===== config.mk =====
export PLATFORM = sky130hd
export DESIGN_NAME = json_string_unescape_utf8_flat
export DESIGN_NICKNAME = d
export VERILOG_FILES = /design/src/design/jsu_pkg.sv /design/src/design/jsu_channels.sv /design/src/design/jsu_front.sv /design/src/design/jsu_queue.sv /design/src/design/jsu_back.sv /design/src/design/json_string_unescape_utf8.sv /design/src/flat_wrapper.sv
export SDC_FILE = /design/constraint.sdc
export NUM_CORES = 1
export LEC_CHECK = 0
export ABC_AREA = 1
export BUFFER_PORTS_ARGS = -buffer_cell sky130_fd_sc_hd__clkbuf_2
export CORE_ASPECT_RATIO = 0.75
export CORE_UTILIZATION = 40
export CTS_CLUSTER_SIZE = 16
export DETAILED_ROUTE_END_ITERATION = 6
export SYNTH_ARGS = -nofsm -noshare
export SYNTH_HDL_FRONTEND = slang
export SYNTH_SLANG_ARGS = --single-unit

===== constraint.sdc =====
create_clock -name clock -period 4.7 [get_ports clock]
set_clock_uncertainty 0.1 [all_clocks]
set_input_delay 0.47 -clock clock [delete_from_list [all_inputs] [get_ports clock]]
set_output_delay 0.47 -clock clock [all_outputs]
set_load 0.005 [all_outputs]

===== src/design/jsu_pkg.sv =====
// Shared types and codes for the JSON string unescaper.
// Depends on nothing; the front, queue, back and top files import it.
`timescale 1ns / 1ps
`default_nettype none

package jsu_pkg;

   // Error codes carried on the result channel.
   localparam logic [2:0] ERR_NONE       = 3'd0;
   localparam logic [2:0] ERR_NO_QUOTE   = 3'd1;
   localparam logic [2:0] ERR_BAD_ESCAPE = 3'd2;
   localparam logic [2:0] ERR_BAD_HEX    = 3'd3;
   localparam logic [2:0] ERR_BAD_LOW    = 3'd4;
   localparam logic [2:0] ERR_TRUNC      = 3'd5;
   localparam logic [2:0] ERR_UNTERM     = 3'd6;

   // All results caused by one text byte. Slot 0 goes out first; done and
   // err belong to the final result only.
   typedef struct packed {
      logic [3:0][7:0] bytes;
      logic [1:0]      cnt_m1;
      logic            done;
      logic [2:0]      err;
   } job_type;

   // One job moving between the front, the queue and the back.
   typedef struct packed {
      logic    valid;
      job_type job;
   } job_xfer_type;

endpackage

`default_nettype wire


===== src/design/jsu_channels.sv =====
// Valid/ready channel interfaces for text bytes in and decoded results out.
// Depends on nothing.
`timescale 1ns / 1ps
`default_nettype none

interface jsu_req_if;
   logic       valid;
   logic       ready;
   logic [7:0] in_byte;
   logic       text_ends;

   modport source (output valid, output in_byte, output text_ends, input ready);
   modport sink   (input valid, input in_byte, input text_ends, output ready);
endinterface

interface jsu_rsp_if;
   logic       valid;
   logic       ready;
   logic [7:0] out_byte;
   logic       string_done;
   logic [2:0] error_code;
   logic       last;

   modport source (output valid, output out_byte, output string_done,
                   output error_code, output last, input ready);
   modport sink   (input valid, input out_byte, input string_done,
                   input error_code, input last, output ready);
endinterface

`default_nettype wire


===== src/design/jsu_front.sv =====
// Front end: accepts text bytes, runs the string parser and builds one job
// of up to four results per byte. Depends on jsu_pkg and jsu_channels.
`timescale 1ns / 1ps
`default_nettype none

module jsu_front (
   input  wire logic            clock,
   input  wire logic            reset,
   jsu_req_if.sink              req_bus,
   input  wire logic            push_ready,
   output jsu_pkg::job_xfer_type push_out
);
   import jsu_pkg::*;

   typedef enum logic [6:0] {
      PH_WAIT     = 7'b0000001,
      PH_STR      = 7'b0000010,
      PH_ESC      = 7'b0000100,
      PH_HEX      = 7'b0001000,
      PH_HELD     = 7'b0010000,
      PH_HELD_ESC = 7'b0100000,
      PH_LOWHEX   = 7'b1000000
   } phase_type;

   localparam logic [7:0] CH_QUOTE  = 8'h22;
   localparam logic [7:0] CH_BSLASH = 8'h5c;
   localparam logic [7:0] CH_SLASH  = 8'h2f;
   localparam logic [7:0] CH_SPACE  = 8'h20;
   localparam logic [7:0] CH_U      = 8'h75;

   // UTF-8 for a 16-bit code point, one to three bytes.
   function automatic job_type enc16(input logic [15:0] cp);
      job_type j;
      j = '0;
      if (cp[15:7] == 9'd0) begin
         j.bytes[0] = cp[7:0];
         j.cnt_m1   = 2'd0;
      end else if (cp[15:11] == 5'd0) begin
         j.bytes[0] = {3'b110, cp[10:6]};
         j.bytes[1] = {2'b10, cp[5:0]};
         j.cnt_m1   = 2'd1;
      end else begin
         j.bytes[0] = {4'b1110, cp[15:12]};
         j.bytes[1] = {2'b10, cp[11:6]};
         j.bytes[2] = {2'b10, cp[5:0]};
         j.cnt_m1   = 2'd2;
      end
      return j;
   endfunction

   // UTF-8 for a surrogate pair, always four bytes.
   function automatic job_type enc_pair(input logic [15:0] hi, input logic [15:0] lo);
      job_type     j;
      logic [20:0] cp;
      j = '0;
      cp = {1'b0, hi[9:0], lo[9:0]} + 21'h10000;
      j.bytes[0] = {5'b11110, cp[20:18]};
      j.bytes[1] = {2'b10, cp[17:12]};
      j.bytes[2] = {2'b10, cp[11:6]};
      j.bytes[3] = {2'b10, cp[5:0]};
      j.cnt_m1   = 2'd3;
      return j;
   endfunction

   phase_type   phase_ff, phase_in;
   logic [15:0] acc_ff, acc_in;
   logic [1:0]  cnt_ff, cnt_in;
   logic [15:0] held_ff, held_in;

   logic        accept;
   logic        is_quote, is_bslash, is_u, is_space;
   logic        esc_ok;
   logic [7:0]  esc_val;
   logic        hex_ok;
   logic [3:0]  hex_val;
   logic [15:0] acc_shift;
   job_type     held_pre;
   job_type     job;
   logic        emit;
   logic [2:0]  err;

   assign req_bus.ready = push_ready;
   assign accept        = req_bus.valid && push_ready;

   // Byte classes.
   assign is_quote  = (req_bus.in_byte == CH_QUOTE);
   assign is_bslash = (req_bus.in_byte == CH_BSLASH);
   assign is_u      = (req_bus.in_byte == CH_U);
   assign is_space  = (req_bus.in_byte == CH_SPACE) || (req_bus.in_byte inside {[8'h09:8'h0d]});

   // Single-character escapes.
   always_comb begin
      esc_ok  = 1'b1;
      esc_val = req_bus.in_byte;
      case (req_bus.in_byte)
         CH_QUOTE, CH_BSLASH, CH_SLASH: esc_val = req_bus.in_byte;
         8'h62:   esc_val = 8'h08;
         8'h66:   esc_val = 8'h0c;
         8'h6e:   esc_val = 8'h0a;
         8'h72:   esc_val = 8'h0d;
         8'h74:   esc_val = 8'h09;
         default: esc_ok = 1'b0;
      endcase
   end

   // Hex digit value.
   always_comb begin
      hex_ok  = 1'b1;
      hex_val = 4'd0;
      if (req_bus.in_byte inside {[8'h30:8'h39]}) begin
         hex_val = 4'(req_bus.in_byte - 8'h30);
      end else if (req_bus.in_byte inside {[8'h61:8'h66]}) begin
         hex_val = 4'(req_bus.in_byte - 8'h57);
      end else if (req_bus.in_byte inside {[8'h41:8'h46]}) begin
         hex_val = 4'(req_bus.in_byte - 8'h37);
      end else begin
         hex_ok = 1'b0;
      end
   end

   assign acc_shift = {acc_ff[11:0], hex_val};

   // Held high surrogate as three bytes, with room for one more result.
   always_comb begin
      held_pre        = enc16(held_ff);
      held_pre.cnt_m1 = 2'd3;
   end

   // Parser step for the byte on the request channel.
   always_comb begin
      phase_in = phase_ff;
      acc_in   = acc_ff;
      cnt_in   = cnt_ff;
      held_in  = held_ff;
      job      = '0;
      emit     = 1'b0;
      err      = ERR_NONE;
      case (phase_ff)
         PH_WAIT: begin
            if (is_quote) begin
               phase_in = PH_STR;
            end else if (!is_space || req_bus.text_ends) begin
               err = ERR_NO_QUOTE;
            end
         end
         PH_STR: begin
            emit         = !is_bslash;
            job.bytes[0] = is_quote ? 8'h00 : req_bus.in_byte;
            job.done     = is_quote;
            if (is_quote) begin
               phase_in = PH_WAIT;
            end else if (is_bslash) begin
               phase_in = PH_ESC;
            end
         end
         PH_ESC: begin
            if (is_u) begin
               phase_in = PH_HEX;
               acc_in   = '0;
               cnt_in   = '0;
            end else if (esc_ok) begin
               emit         = 1'b1;
               job.bytes[0] = esc_val;
               phase_in     = PH_STR;
            end else begin
               err = ERR_BAD_ESCAPE;
            end
         end
         PH_HEX, PH_LOWHEX: begin
            if (req_bus.text_ends && cnt_ff != 2'd3) begin
               err = ERR_TRUNC;
            end else if (!hex_ok) begin
               err = ERR_BAD_HEX;
            end else if (cnt_ff != 2'd3) begin
               acc_in = acc_shift;
               cnt_in = cnt_ff + 2'd1;
            end else begin
               acc_in = '0;
               cnt_in = '0;
               if (phase_ff == PH_HEX) begin
                  if (acc_shift[15:10] == 6'b110110) begin
                     held_in  = acc_shift;
                     phase_in = PH_HELD;
                  end else begin
                     emit     = 1'b1;
                     job      = enc16(acc_shift);
                     phase_in = PH_STR;
                  end
               end else if (acc_shift[15:10] != 6'b110111) begin
                  err = ERR_BAD_LOW;
               end else begin
                  emit     = 1'b1;
                  job      = enc_pair(held_ff, acc_shift);
                  held_in  = '0;
                  phase_in = PH_STR;
               end
            end
         end
         PH_HELD: begin
            if (is_bslash) begin
               phase_in = PH_HELD_ESC;
            end else begin
               // The unpaired surrogate goes out first, then this byte.
               emit         = 1'b1;
               job          = held_pre;
               job.bytes[3] = is_quote ? 8'h00 : req_bus.in_byte;
               job.done     = is_quote;
               held_in      = '0;
               phase_in     = is_quote ? PH_WAIT : PH_STR;
            end
         end
         PH_HELD_ESC: begin
            if (is_u) begin
               phase_in = PH_LOWHEX;
               acc_in   = '0;
               cnt_in   = '0;
            end else if (esc_ok) begin
               emit         = 1'b1;
               job          = held_pre;
               job.bytes[3] = esc_val;
               held_in      = '0;
               phase_in     = PH_STR;
            end else begin
               err = ERR_BAD_ESCAPE;
            end
         end
         default: begin
            phase_in = PH_WAIT;
         end
      endcase

      // Text that stops inside a string.
      if (err == ERR_NONE && req_bus.text_ends && phase_in != PH_WAIT) begin
         err = (phase_in == PH_HEX || phase_in == PH_LOWHEX) ? ERR_TRUNC : ERR_UNTERM;
      end

      // An error is the only result of its byte.
      if (err != ERR_NONE) begin
         job      = '0;
         job.err  = err;
         emit     = 1'b1;
         phase_in = PH_WAIT;
      end

      // Every return to waiting starts from a clean state.
      if (phase_in == PH_WAIT) begin
         acc_in  = '0;
         cnt_in  = '0;
         held_in = '0;
      end
   end

   // Parser state advances on each accepted byte.
   always_ff @(posedge clock) begin
      if (reset) begin
         phase_ff <= PH_WAIT;
         acc_ff   <= '0;
         cnt_ff   <= '0;
         held_ff  <= '0;
      end else if (accept) begin
         phase_ff <= phase_in;
         acc_ff   <= acc_in;
         cnt_ff   <= cnt_in;
         held_ff  <= held_in;
      end
   end

   assign push_out.valid = accept && emit;
   assign push_out.job   = job;

endmodule

`default_nettype wire


===== src/design/jsu_queue.sv =====
// Short job queue between the parser front and the result back end.
// Depends on jsu_pkg.
`timescale 1ns / 1ps
`default_nettype none

module jsu_queue #(
   parameter int DEPTH = 2
) (
   input  wire logic             clock,
   input  wire logic             reset,
   input  jsu_pkg::job_xfer_type push_in,
   output logic                  push_ready,
   output jsu_pkg::job_xfer_type head_out,
   input  wire logic             pop
);
   import jsu_pkg::*;

   localparam int PTR_W = (DEPTH > 1) ? $clog2(DEPTH) : 1;
   localparam int CNT_W = $clog2(DEPTH + 1);
   localparam logic [PTR_W-1:0] PTR_LAST = PTR_W'(DEPTH - 1);
   localparam logic [CNT_W-1:0] CNT_FULL = CNT_W'(DEPTH);

   job_type          slots_ff [DEPTH];
   logic [PTR_W-1:0] wptr_ff, wptr_in;
   logic [PTR_W-1:0] rptr_ff, rptr_in;
   logic [CNT_W-1:0] count_ff, count_in;
   logic             do_push, do_pop;

   assign push_ready     = (count_ff != CNT_FULL);
   assign head_out.valid = (count_ff != '0);
   assign head_out.job   = slots_ff[rptr_ff];

   assign do_push = push_in.valid && push_ready;
   assign do_pop  = pop && head_out.valid;

   // Pointer and fill-count update.
   always_comb begin
      wptr_in  = wptr_ff;
      rptr_in  = rptr_ff;
      count_in = count_ff;
      if (do_push) begin
         wptr_in = (wptr_ff == PTR_LAST) ? '0 : wptr_ff + PTR_W'(1);
      end
      if (do_pop) begin
         rptr_in = (rptr_ff == PTR_LAST) ? '0 : rptr_ff + PTR_W'(1);
      end
      if (do_push && !do_pop) begin
         count_in = count_ff + CNT_W'(1);
      end else if (do_pop && !do_push) begin
         count_in = count_ff - CNT_W'(1);
      end
   end

   always_ff @(posedge clock) begin
      if (reset) begin
         wptr_ff  <= '0;
         rptr_ff  <= '0;
         count_ff <= '0;
      end else begin
         wptr_ff  <= wptr_in;
         rptr_ff  <= rptr_in;
         count_ff <= count_in;
      end
   end

   // Job storage.
   always_ff @(posedge clock) begin
      if (do_push) begin
         slots_ff[wptr_ff] <= push_in.job;
      end
   end

endmodule

`default_nettype wire


===== src/design/jsu_back.sv =====
// Back end: takes jobs from the queue and sends their results one transfer
// per cycle on the result channel while it is ready. Depends on jsu_pkg and jsu_channels.
`timescale 1ns / 1ps
`default_nettype none

module jsu_back (
   input  wire logic             clock,
   input  wire logic             reset,
   input  jsu_pkg::job_xfer_type head_in,
   output logic                  pop,
   jsu_rsp_if.source             rsp_bus
);
   import jsu_pkg::*;

   logic       busy_ff;
   job_type    job_ff;
   logic [1:0] idx_ff;
   logic       take;
   logic       is_last;

   assign is_last = (idx_ff == job_ff.cnt_m1);
   assign take    = busy_ff && rsp_bus.ready;
   assign pop     = head_in.valid && (!busy_ff || (take && is_last));

   // Result fields come straight from the held job.
   assign rsp_bus.valid       = busy_ff;
   assign rsp_bus.out_byte    = job_ff.bytes[idx_ff];
   assign rsp_bus.string_done = is_last && job_ff.done;
   assign rsp_bus.error_code  = is_last ? job_ff.err : ERR_NONE;
   assign rsp_bus.last        = is_last;

   // Step through the slots; load the next job as the last one leaves.
   always_ff @(posedge clock) begin
      if (reset) begin
         busy_ff <= 1'b0;
         idx_ff  <= '0;
      end else if (pop) begin
         busy_ff <= 1'b1;
         idx_ff  <= '0;
      end else if (take && is_last) begin
         busy_ff <= 1'b0;
         idx_ff  <= '0;
      end else if (take) begin
         idx_ff <= idx_ff + 2'd1;
      end
   end

   always_ff @(posedge clock) begin
      if (pop) begin
         job_ff <= head_in.job;
      end
   end

endmodule

`default_nettype wire


===== src/design/json_string_unescape_utf8.sv =====
// JSON string unescaper to UTF-8: top level joining front, queue and back.
// Depends on jsu_pkg, jsu_channels, jsu_front, jsu_queue and jsu_back.
//
// Feed JSON text one byte per transfer on req_bus, marking the final byte
// with text_ends; leading whitespace is skipped, then the string between
// quotes is unescaped and each decoded UTF-8 byte leaves on rsp_bus, with a
// done result at the closing quote or a single error result, after which
// the block waits for a new opening quote. A byte is accepted every cycle
// while the job queue (QUEUE_DEPTH jobs) has room; each byte causes zero to
// four results and the back end sends one result per cycle while rsp_bus
// is ready, so plain text then runs at one byte per cycle, and the results
// of a byte that expands to more than one result leave one after another.
// The first result of a byte is registered in the queue and then in the
// back end before it is valid on rsp_bus.
`timescale 1ns / 1ps
`default_nettype none

module json_string_unescape_utf8 #(
   parameter int QUEUE_DEPTH = 2
) (
   input wire logic clock,
   input wire logic reset,
   jsu_req_if.sink   req_bus,
   jsu_rsp_if.source rsp_bus
);
   import jsu_pkg::*;

   job_xfer_type push;
   job_xfer_type head;
   logic         q_ready;
   logic         pop;

   jsu_front u_front (
      .clock      (clock),
      .reset      (reset),
      .req_bus    (req_bus),
      .push_ready (q_ready),
      .push_out   (push)
   );

   jsu_queue #(
      .DEPTH (QUEUE_DEPTH)
   ) u_queue (
      .clock      (clock),
      .reset      (reset),
      .push_in    (push),
      .push_ready (q_ready),
      .head_out   (head),
      .pop        (pop)
   );

   jsu_back u_back (
      .clock   (clock),
      .reset   (reset),
      .head_in (head),
      .pop     (pop),
      .rsp_bus (rsp_bus)
   );

`ifndef SYNTHESIS
   // A job is only offered when the queue can take it.
   a_push_fits: assert property (@(posedge clock) disable iff (reset)
      push.valid |-> q_ready)
      else $error("job offered to a full queue");

   // Done and error results always close the results of their byte.
   a_status_last: assert property (@(posedge clock) disable iff (reset)
      rsp_bus.valid && (rsp_bus.string_done || rsp_bus.error_code != ERR_NONE)
      |-> rsp_bus.last)
      else $error("status result not marked last");

   // An error result carries no byte and no done flag.
   a_error_clean: assert property (@(posedge clock) disable iff (reset)
      rsp_bus.valid && rsp_bus.error_code != ERR_NONE
      |-> (rsp_bus.out_byte == 8'h00) && !rsp_bus.string_done)
      else $error("error result carries data");

   // A result still waiting keeps its position in the job.
   a_hold_result: assert property (@(posedge clock) disable iff (reset)
      rsp_bus.valid && !rsp_bus.ready |=> rsp_bus.valid && $stable(rsp_bus.last))
      else $error("stalled result moved");
`endif

endmodule

`default_nettype wire

===== src/flat_wrapper.sv =====
// flat-port wrapper written by rule: the top's interface ports become plain ports
module json_string_unescape_utf8_flat import jsu_pkg::*;
#(
   parameter int QUEUE_DEPTH = 2
)
  (clock, reset, req_bus_valid, req_bus_in_byte, req_bus_text_ends, req_bus_ready, rsp_bus_valid, rsp_bus_out_byte, rsp_bus_string_done, rsp_bus_error_code, rsp_bus_last, rsp_bus_ready);
  jsu_req_if req_bus_i ();
  jsu_rsp_if rsp_bus_i ();
  input wire logic clock;
  input wire logic reset;
  input wire logic [$bits(req_bus_i.valid)-1:0] req_bus_valid;
  input wire logic [$bits(req_bus_i.in_byte)-1:0] req_bus_in_byte;
  input wire logic [$bits(req_bus_i.text_ends)-1:0] req_bus_text_ends;
  output wire logic [$bits(req_bus_i.ready)-1:0] req_bus_ready;
  output wire logic [$bits(rsp_bus_i.valid)-1:0] rsp_bus_valid;
  output wire logic [$bits(rsp_bus_i.out_byte)-1:0] rsp_bus_out_byte;
  output wire logic [$bits(rsp_bus_i.string_done)-1:0] rsp_bus_string_done;
  output wire logic [$bits(rsp_bus_i.error_code)-1:0] rsp_bus_error_code;
  output wire logic [$bits(rsp_bus_i.last)-1:0] rsp_bus_last;
  input wire logic [$bits(rsp_bus_i.ready)-1:0] rsp_bus_ready;
  assign req_bus_i.valid = req_bus_valid;
  assign req_bus_i.in_byte = req_bus_in_byte;
  assign req_bus_i.text_ends = req_bus_text_ends;
  assign req_bus_ready = req_bus_i.ready;
  assign rsp_bus_valid = rsp_bus_i.valid;
  assign rsp_bus_out_byte = rsp_bus_i.out_byte;
  assign rsp_bus_string_done = rsp_bus_i.string_done;
  assign rsp_bus_error_code = rsp_bus_i.error_code;
  assign rsp_bus_last = rsp_bus_i.last;
  assign rsp_bus_i.ready = rsp_bus_ready;
  json_string_unescape_utf8 #(.QUEUE_DEPTH(QUEUE_DEPTH)) u_core (.clock(clock), .reset(reset), .req_bus(req_bus_i), .rsp_bus(rsp_bus_i));
endmodule

After elaboration in Yosys (flattened, before gate mapping) --
Memories as Yosys holds them, arrays and structs flattened. A register that Yosys moved wholly into a read port is not among the register bits. Index checks and enable logic that the tools add are counted.
Storage, ports and cells: bits in registers 44, latch bits 0, RAM bits 76, ROM bits 0, input port bits 13, output and inout port bits 15, logic and storage cells 214, memories kept 1
Memories:
- u_core.u_queue.slots_ff | depth 2, width 38, read ports 1, clocked after memory_dff 1, wr ports 1, RTL line jsu_queue.sv:23 | job_type slots_ff [DEPTH];
Operators by class: $add $sub $neg 10, multiply operators 0, div/mod/pow operators 0, magnitude comparators 9, eq/ne operators 35, shift-type cells 0, muxes and demuxes 107, bitwise operators 0, reductions and logical operators 43
Operator list (number):
- 38-bit 2-to-1 mux | 9
- 16-bit 2-to-1 mux | 14
- 7-bit 2-to-1 mux | 12
- 8-bit case mux with 5 select lines | 2
- 24-bit case mux with 3 select lines | 1
- 12-bit 2-to-1 mux | 5
- 8-bit by 7-bit equality test with 1-bit output (second input constant) | 7
- 8-bit 2-to-1 mux | 6
- 16-bit case mux with 3 select lines | 1
- 7-bit case mux with 6 select lines | 1
- 30-bit 2-to-1 mux | 1
- 8-bit by 6-bit equality test with 1-bit output (second input constant) | 3
- 3-bit 2-to-1 mux | 8
- 12-bit case mux with 2 select lines | 1
- 1-bit 2-to-1 mux | 22
- 20-bit by 17-bit adder with 21-bit output (second input constant) | 1
- 10-bit 2-to-1 mux | 2
- 2-bit 2-to-1 mux | 10
- 9-bit zero test | 2
- 3-bit inequality test (second input constant) | 6
- 3-bit case mux with 3 select lines | 2
- 1-bit logical AND | 17
- 8-bit binary-select mux with 2-bit select | 1
- 8-bit by 7-bit greater-or-equal comparator with 1-bit output (second input constant) | 2
- 43 further kinds | 68

Depth between registers and ports, before layout --
depth after elaboration 20, gate-level depth with buffers 20, mapped depth without buffers 19

By module --
Synthesis repeated with hierarchy kept, for this count alone.
Unflattened totals: cell total of the unflattened synthesis 918, area, all modules 8464.4 um^2
By module, submodules not included:
- jsu_front | instances 1, cells an instance 645, area each 3806.2 um^2, sequential area each 740.7 um^2
- jsu_queue | instances 1, cells an instance 155, area each 3062.9 um^2, sequential area each 2382.3 um^2
- jsu_back | instances 1, cells an instance 118, area each 1595.3 um^2, sequential area each 1201.2 um^2

Worst setup path after synthesis --
Ideal clock, no wire load.
path kind input to register, start input req_bus_in_byte[0], end memory u_core.u_queue.slots_ff[0][0] (netlist bit) (enable), library setup time 429 ps, data arrival time 3391 ps, required time 4171 ps, path slack 780 ps, stages 14, buffers on the path 1, cells stage by stage inv_1 ha_1 nand2_1 inv_1 nand2_1 nand2_2 nor2_2 nand3_2 nand2_1 nor2_4 buf_6 o211ai_1 nand2_1 nor2_1
Between the ends: cells in the longest elaborated chain, start to end 18, elaborated cells between the ends (all ways) 70, classes of those cells 8 x order compare; 13 x eq/ne; 33 x mux; 16 x reduce/logical
RTL lines:
- from (decl) | RTL line flat_wrapper.sv:12 | input wire logic [$bits(req_bus_i.in_byte)-1:0] req_bus_in_byte;
- 8-bit by 7-bit greater-or-equal comparator with 1-bit output, or another cell as far along | RTL line jsu_front.sv:114 | end else if (req_bus.in_byte inside {[8'h41:8'h46]}) begin
- 1-bit logical AND (on tied branches) | RTL line jsu_front.sv:114, jsu_front.sv:89
- 1-bit 2-to-1 mux / 1-bit logical OR (equally long branches) | RTL line jsu_front.sv:114, jsu_front.sv:89
- 1-bit 2-to-1 mux / 1-bit zero test (equally long branches) | RTL line jsu_front.sv:112, jsu_front.sv:142
- 1-bit 2-to-1 mux / 1-bit logical OR (equally long branches) | RTL line jsu_front.sv:110, jsu_front.sv:142
- 7-bit 2-to-1 mux, or another cell as far along | RTL line jsu_front.sv:172 | end else if (!hex_ok) begin
- 7-bit 2-to-1 mux, or another cell as far along | RTL line jsu_front.sv:170 | if (req_bus.text_ends && cnt_ff != 2'd3) begin
- 7-bit case mux with 6 select lines / 3-bit case mux with 3 select lines (equally long branches) | RTL line jsu_front.sv:138 | case (phase_ff)
- (+2 left out)
- 2-bit 2-to-1 mux / 1-bit logical AND (equally long branches) | RTL line jsu_front.sv:234, jsu_front.sv:233
- 3-bit 2-to-1 mux | RTL line jsu_front.sv:233 | if (err == ERR_NONE && req_bus.text_ends && phase_in != PH_WAIT) begin
- 3-bit nonzero test | RTL line jsu_front.sv:238 | if (err != ERR_NONE) begin
- 1-bit 2-to-1 mux * | RTL line jsu_front.sv:238
- 1-bit logical AND * | RTL line jsu_front.sv:268 | assign push_out.valid = accept && emit;
- 1-bit logical AND * | RTL line jsu_queue.sv:33 | assign do_push = push_in.valid && push_ready;
- 1-bit 2-to-1 mux * | RTL line jsu_queue.sv:68 | if (do_push) begin
- 1-bit 2-to-1 mux (implied by the code) * | RTL line jsu_queue.sv:69 | slots_ff[wptr_ff] <= push_in.job;
- to (decl) | RTL line jsu_queue.sv:23
Mark *: on every way between the ends. The rest lies on a longest branch, timed or not.

Worst setup path after layout --
start input req_bus_in_byte[0], end memory u_core.u_queue.slots_ff[0][15] (netlist bit) (enable)
The elaborated chain is that of the path after synthesis.

==> summary.md <==
| Metric | Value |
|---|---|
| Horiz. Die Dim | 167 µm |
| Adder-cell share of the synthesized area | ~1.2% |
| Seq/Total Area, Yosys | 50.2% |
| Port buffer count | 27 |
| R2R setup slack | approximately 1500 ps |
| Worst Hold Endpoint | u_core.u_front.held_ff[10] |
| CP Class | input port to flop |
| Via density per instance | ~5.5 |
| Final worst path period share | a little under 70% |
| XOR/XNOR share of the synthesized area | less than 1% |
| Crit-path max FO | 19 |
| Tmin final | between 3000 and 4000 ps |
| Fill count | 1942 |
| Area contributors post-synth | edfxtp_1 39%, nand2_1 12%, dfxtp_1 11% |
| Hpwl dp | ~17 mm |
| Slowest CP cell | nor2_4 |
| CTS tree | yes |
| Most frequent cell after synthesis | nand2_1 |
| P_int | about 3 mW |
| HP Start | reset |
| Worst slack, placed | about 1100 ps |
| Placed cell count | roughly 1.3k |
| Run status | finished clean |
| Routed WL | 23.9 mm |
| Syn_area_per_cell | ~8.0 µm² |
| Vias in the first global route | 6504 |
| First drt pass iteration count | 6 |
| P_leak | 3.76 nW |
| DR vias | 7175 |
| Yosys warning total | 0 |
| # rows | 44 |
| Synthesized area | ~0.008 mm² |
| Comb power frac | 29.9% |
| Layout Nets | between 1k and 1.5k |
| Max IR drop VDD | about 260 µV |
| RSZ-0062 raised after global routing | false |
| Root Driver | clkbuf_16 |
| Setup crit start kind | input port |
| Antenna diodes | 0 |
| Synth unique cells | 45 |
| Reg-to-reg endpoint | u_core.u_queue.slots_ff[0][15] |
| Grt total ovfl | 0 |
| CORE AREA | between 0.015 and 0.02 mm² |
| CTS clk-pin slew, worst paths | around 60 ps |
| H-tree Lvls | 4 |
| Num CTS Buffers | 17 |
| Mapped Cells | 1030 |
| Post-CTS setup repair buffer count | 0 |
| Synth top cells by count | 264 x nand2_1, 169 x nor2_1, 108 x edfxtp_1 |
| Largest family of logic cells by synthesized area | simple AND/OR/NAND/NOR gates |
| DRC violations left | 0 |
| Routed Antenna Nets | 0 |
| Pwr/cell area | roughly 530 mW/mm² |
| Yosys reg bits | 152 |
| Die area | approximately 0.021 mm² |
| Crit path DAT | 3300 ps |
| FFs w/ async S/R, synth | 0% |
| Cell family with most CP delay | simple AND/OR/NAND/NOR gates |
| RD Place Congestion | a little over 0.9 |
| Core Util, Final | 46.6% |
| R2r startpoint | u_core.u_front.phase_ff[6] |
| CP Buf/Inv Count | 4 |
| Final Hold Fails | 0 |
| Setup-failing EPs final | 0 |
| Die H | between 100 and 150 µm |
| Final WS setup | about 1400 ps |
| Reg2Reg Depth | 10 |
| Synth Area in Compound Gates | around an eighth |
| Sequential share of power | 41.0% |
| Commonest register cell after synthesis | edfxtp_1 |
| TNS Setup | 0 ps |
| Share of layout cells above drive strength 1 | between 10% and 20% |
| Sw Ratio | between 30% and 40% |
| Final Slew Violations | 0 |
| First-pass GRT wire length | approximately 38 mm |
| EDFF count, synth | 108 |
| Initial antenna violation count | 0 |
| Worst Setup End Kind | flop |
| Clk_lat worst skew | roughly 440 ps |
| DRT iter0 DRCs | about 850 |
| Area growth, synth to finish | 11.8% |
| Critical Path RT | 4740 ps |
| Fin cells | between 1k and 1.5k |
| Cell taking the most area after synthesis | edfxtp_1 |
| CTS Hold Buffers Added | 0 |
| Tot Pwr | approximately 4.9 mW |
| Max-slew headroom | around two fifths |
| Tightest Pin Transition | around 900 ps |
| Synth Net Count | 1051 |
| Synth Area in Simple Gates | between 20% and 30% |
| WHS Path Cells | 2 |
| Crit-path cells | clkbuf_2 -> inv_1 -> ha_1 -> nand2_1 -> nor2_1 -> nand3_1 -> nand2_1 -> inv_1 -> o21ai_1 -> nand3_1 -> o211ai_1 -> nand2_1 -> nor2_4 -> buf_12 |
| Initial Util | between 40% and 50% |
| Sw Pwr | about 1.8 mW |
| Avg WL per Cell | 18.2 µm |
| Clock power frac | 29.0% |
| Mux cell area share after synthesis | 0% |
| Maximum clock path buffer count | 2 |
| I/O pin count | 28 |
| Post-CTS Resized | 0 |
| MaxCap Viol Count | 0 |
| Total track usage | 23.6% |
| CTS Sinks | ~150 |
| Most used cell, CP | nand2_1 |
| Peak Freq | approximately 310 MHz |
| CP peak stage delay | 540 ps |
| Synth top area share | between 30% and 40% |
| Largest net degree at the start of global routing | 52 |
| Hold/Removal Path Class | input port to flop |
## layer usage
metal / wire length, µm / GRT usage, % / up-vias
li1: - / - / 3498
met1: 11700 / 36.0 / 3373
met2: 10100 / 33.8 / 287
met3: 1850 / 4.65 / 17
met4: 255 / 6.37 / 0
met5: 0 / 0 / -
## registers in the layout (all words and copies together) (netlist names)
register,count
u_core.u_queue.rptr_ff,1
u_core.u_queue.wptr_ff,1
u_core.u_back.idx_ff,2
u_core.u_back.rsp_bus.valid,1
u_core.u_back.job_ff,36
u_core.u_queue.count_ff,2
u_core.u_front.held_ff,16
u_core.u_queue.slots_ff,72
u_core.u_front.phase_ff,7
u_core.u_front.acc_ff,12
u_core.u_front.cnt_ff,2
## layout make-up
| type | count | area, µm² | area share, % |
|---|---|---|---|
| clock buffers | 17 | 425 | 4.63 |
| clock inverters | 15 | 181 | 1.98 |
| inverters | 98 | 368 | 4.00 |
| multi-input cells | 740 | 3530 | 38.5 |
| flip-flops and latches | 152 | 4120 | 44.9 |
| well taps | 253 | 317 | 3.45 |
| repair buffers | 39 | 238 | 2.59 |
## how the worst max path moves through the flow
stage                             from                              to  cells past startpoint
6_report            req_bus_in_byte[0]  u_core.u_queue.slots_ff[0][15]                     14
3_5_place_dp        req_bus_in_byte[0]  u_core.u_queue.slots_ff[0][17]                     14
2_1_floorplan       req_bus_in_byte[0]   u_core.u_queue.slots_ff[0][0]                     14
4_1_cts        u_core.u_back.idx_ff[0]        u_core.u_back.job_ff[19]                      7
3_3_place_gp        req_bus_in_byte[0]  u_core.u_queue.slots_ff[0][25]                     14
5_1_grt             req_bus_in_byte[0]  u_core.u_queue.slots_ff[0][19]                     14
## power by group through the flow
stage	registers [mW]	logic, mW	clock network [mW]
2_1_floorplan	1.96	1.05	0
3_3_place_gp	2.03	1.44	0
3_5_place_dp	2.03	1.45	0
4_1_cts	2.00	1.46	1.45
5_1_grt	2.04	1.64	1.50
6_report	2.01	1.46	1.42
## per-stage QoR
step | cell area, µm² | hold WS [ps]
2_1_floorplan | 8210 | 328
3_3_place_gp | 8580 | 370
3_5_place_dp | 8580 | 380
4_1_cts | 9190 | 240
5_1_grt | 9190 | 258
6_report | 9190 | 255
## cells by family after synthesis
group,Yosys count
simple gates,545
fa+ha+maj,8
buf+inv,138
xor+xnor,2
compound gates,185
flops,152
## cells in the final DEF, fill, tap and decap left out, types with 4 or more instances in the layout
master,n
nor2_4,4
nand2_2,6
o21ai_0,60
clkinv_1,4
inv_2,11
edfxtp_1,108
nand4_1,21
buf_4,11
inv_8,4
ha_1,8
or2_2,5
a22oi_1,8
nor2_2,7
a21oi_1,73
clkbuf_2,27
nor3_1,11
nand3_1,41
clkbuf_16,17
o22ai_1,21
o211ai_1,5
inv_6,5
inv_1,84
dfxtp_1,44
nand2_1,264
a31oi_1,5
o21ai_1,4
nor2_1,168
nand3_2,8
## worst register-to-register path: stages, from the launching register on
cell and delay (ps):
dfxtp_1 350, nor2_1 170, nand2_1 150, nor2_2 380, nor2_1 170, nand4_1 180
nand3_1 130, o211ai_1 280, nand2_1 160, nor2_4 540, buf_12 270
No activity file was read; power rests on OpenSTA's default activity.
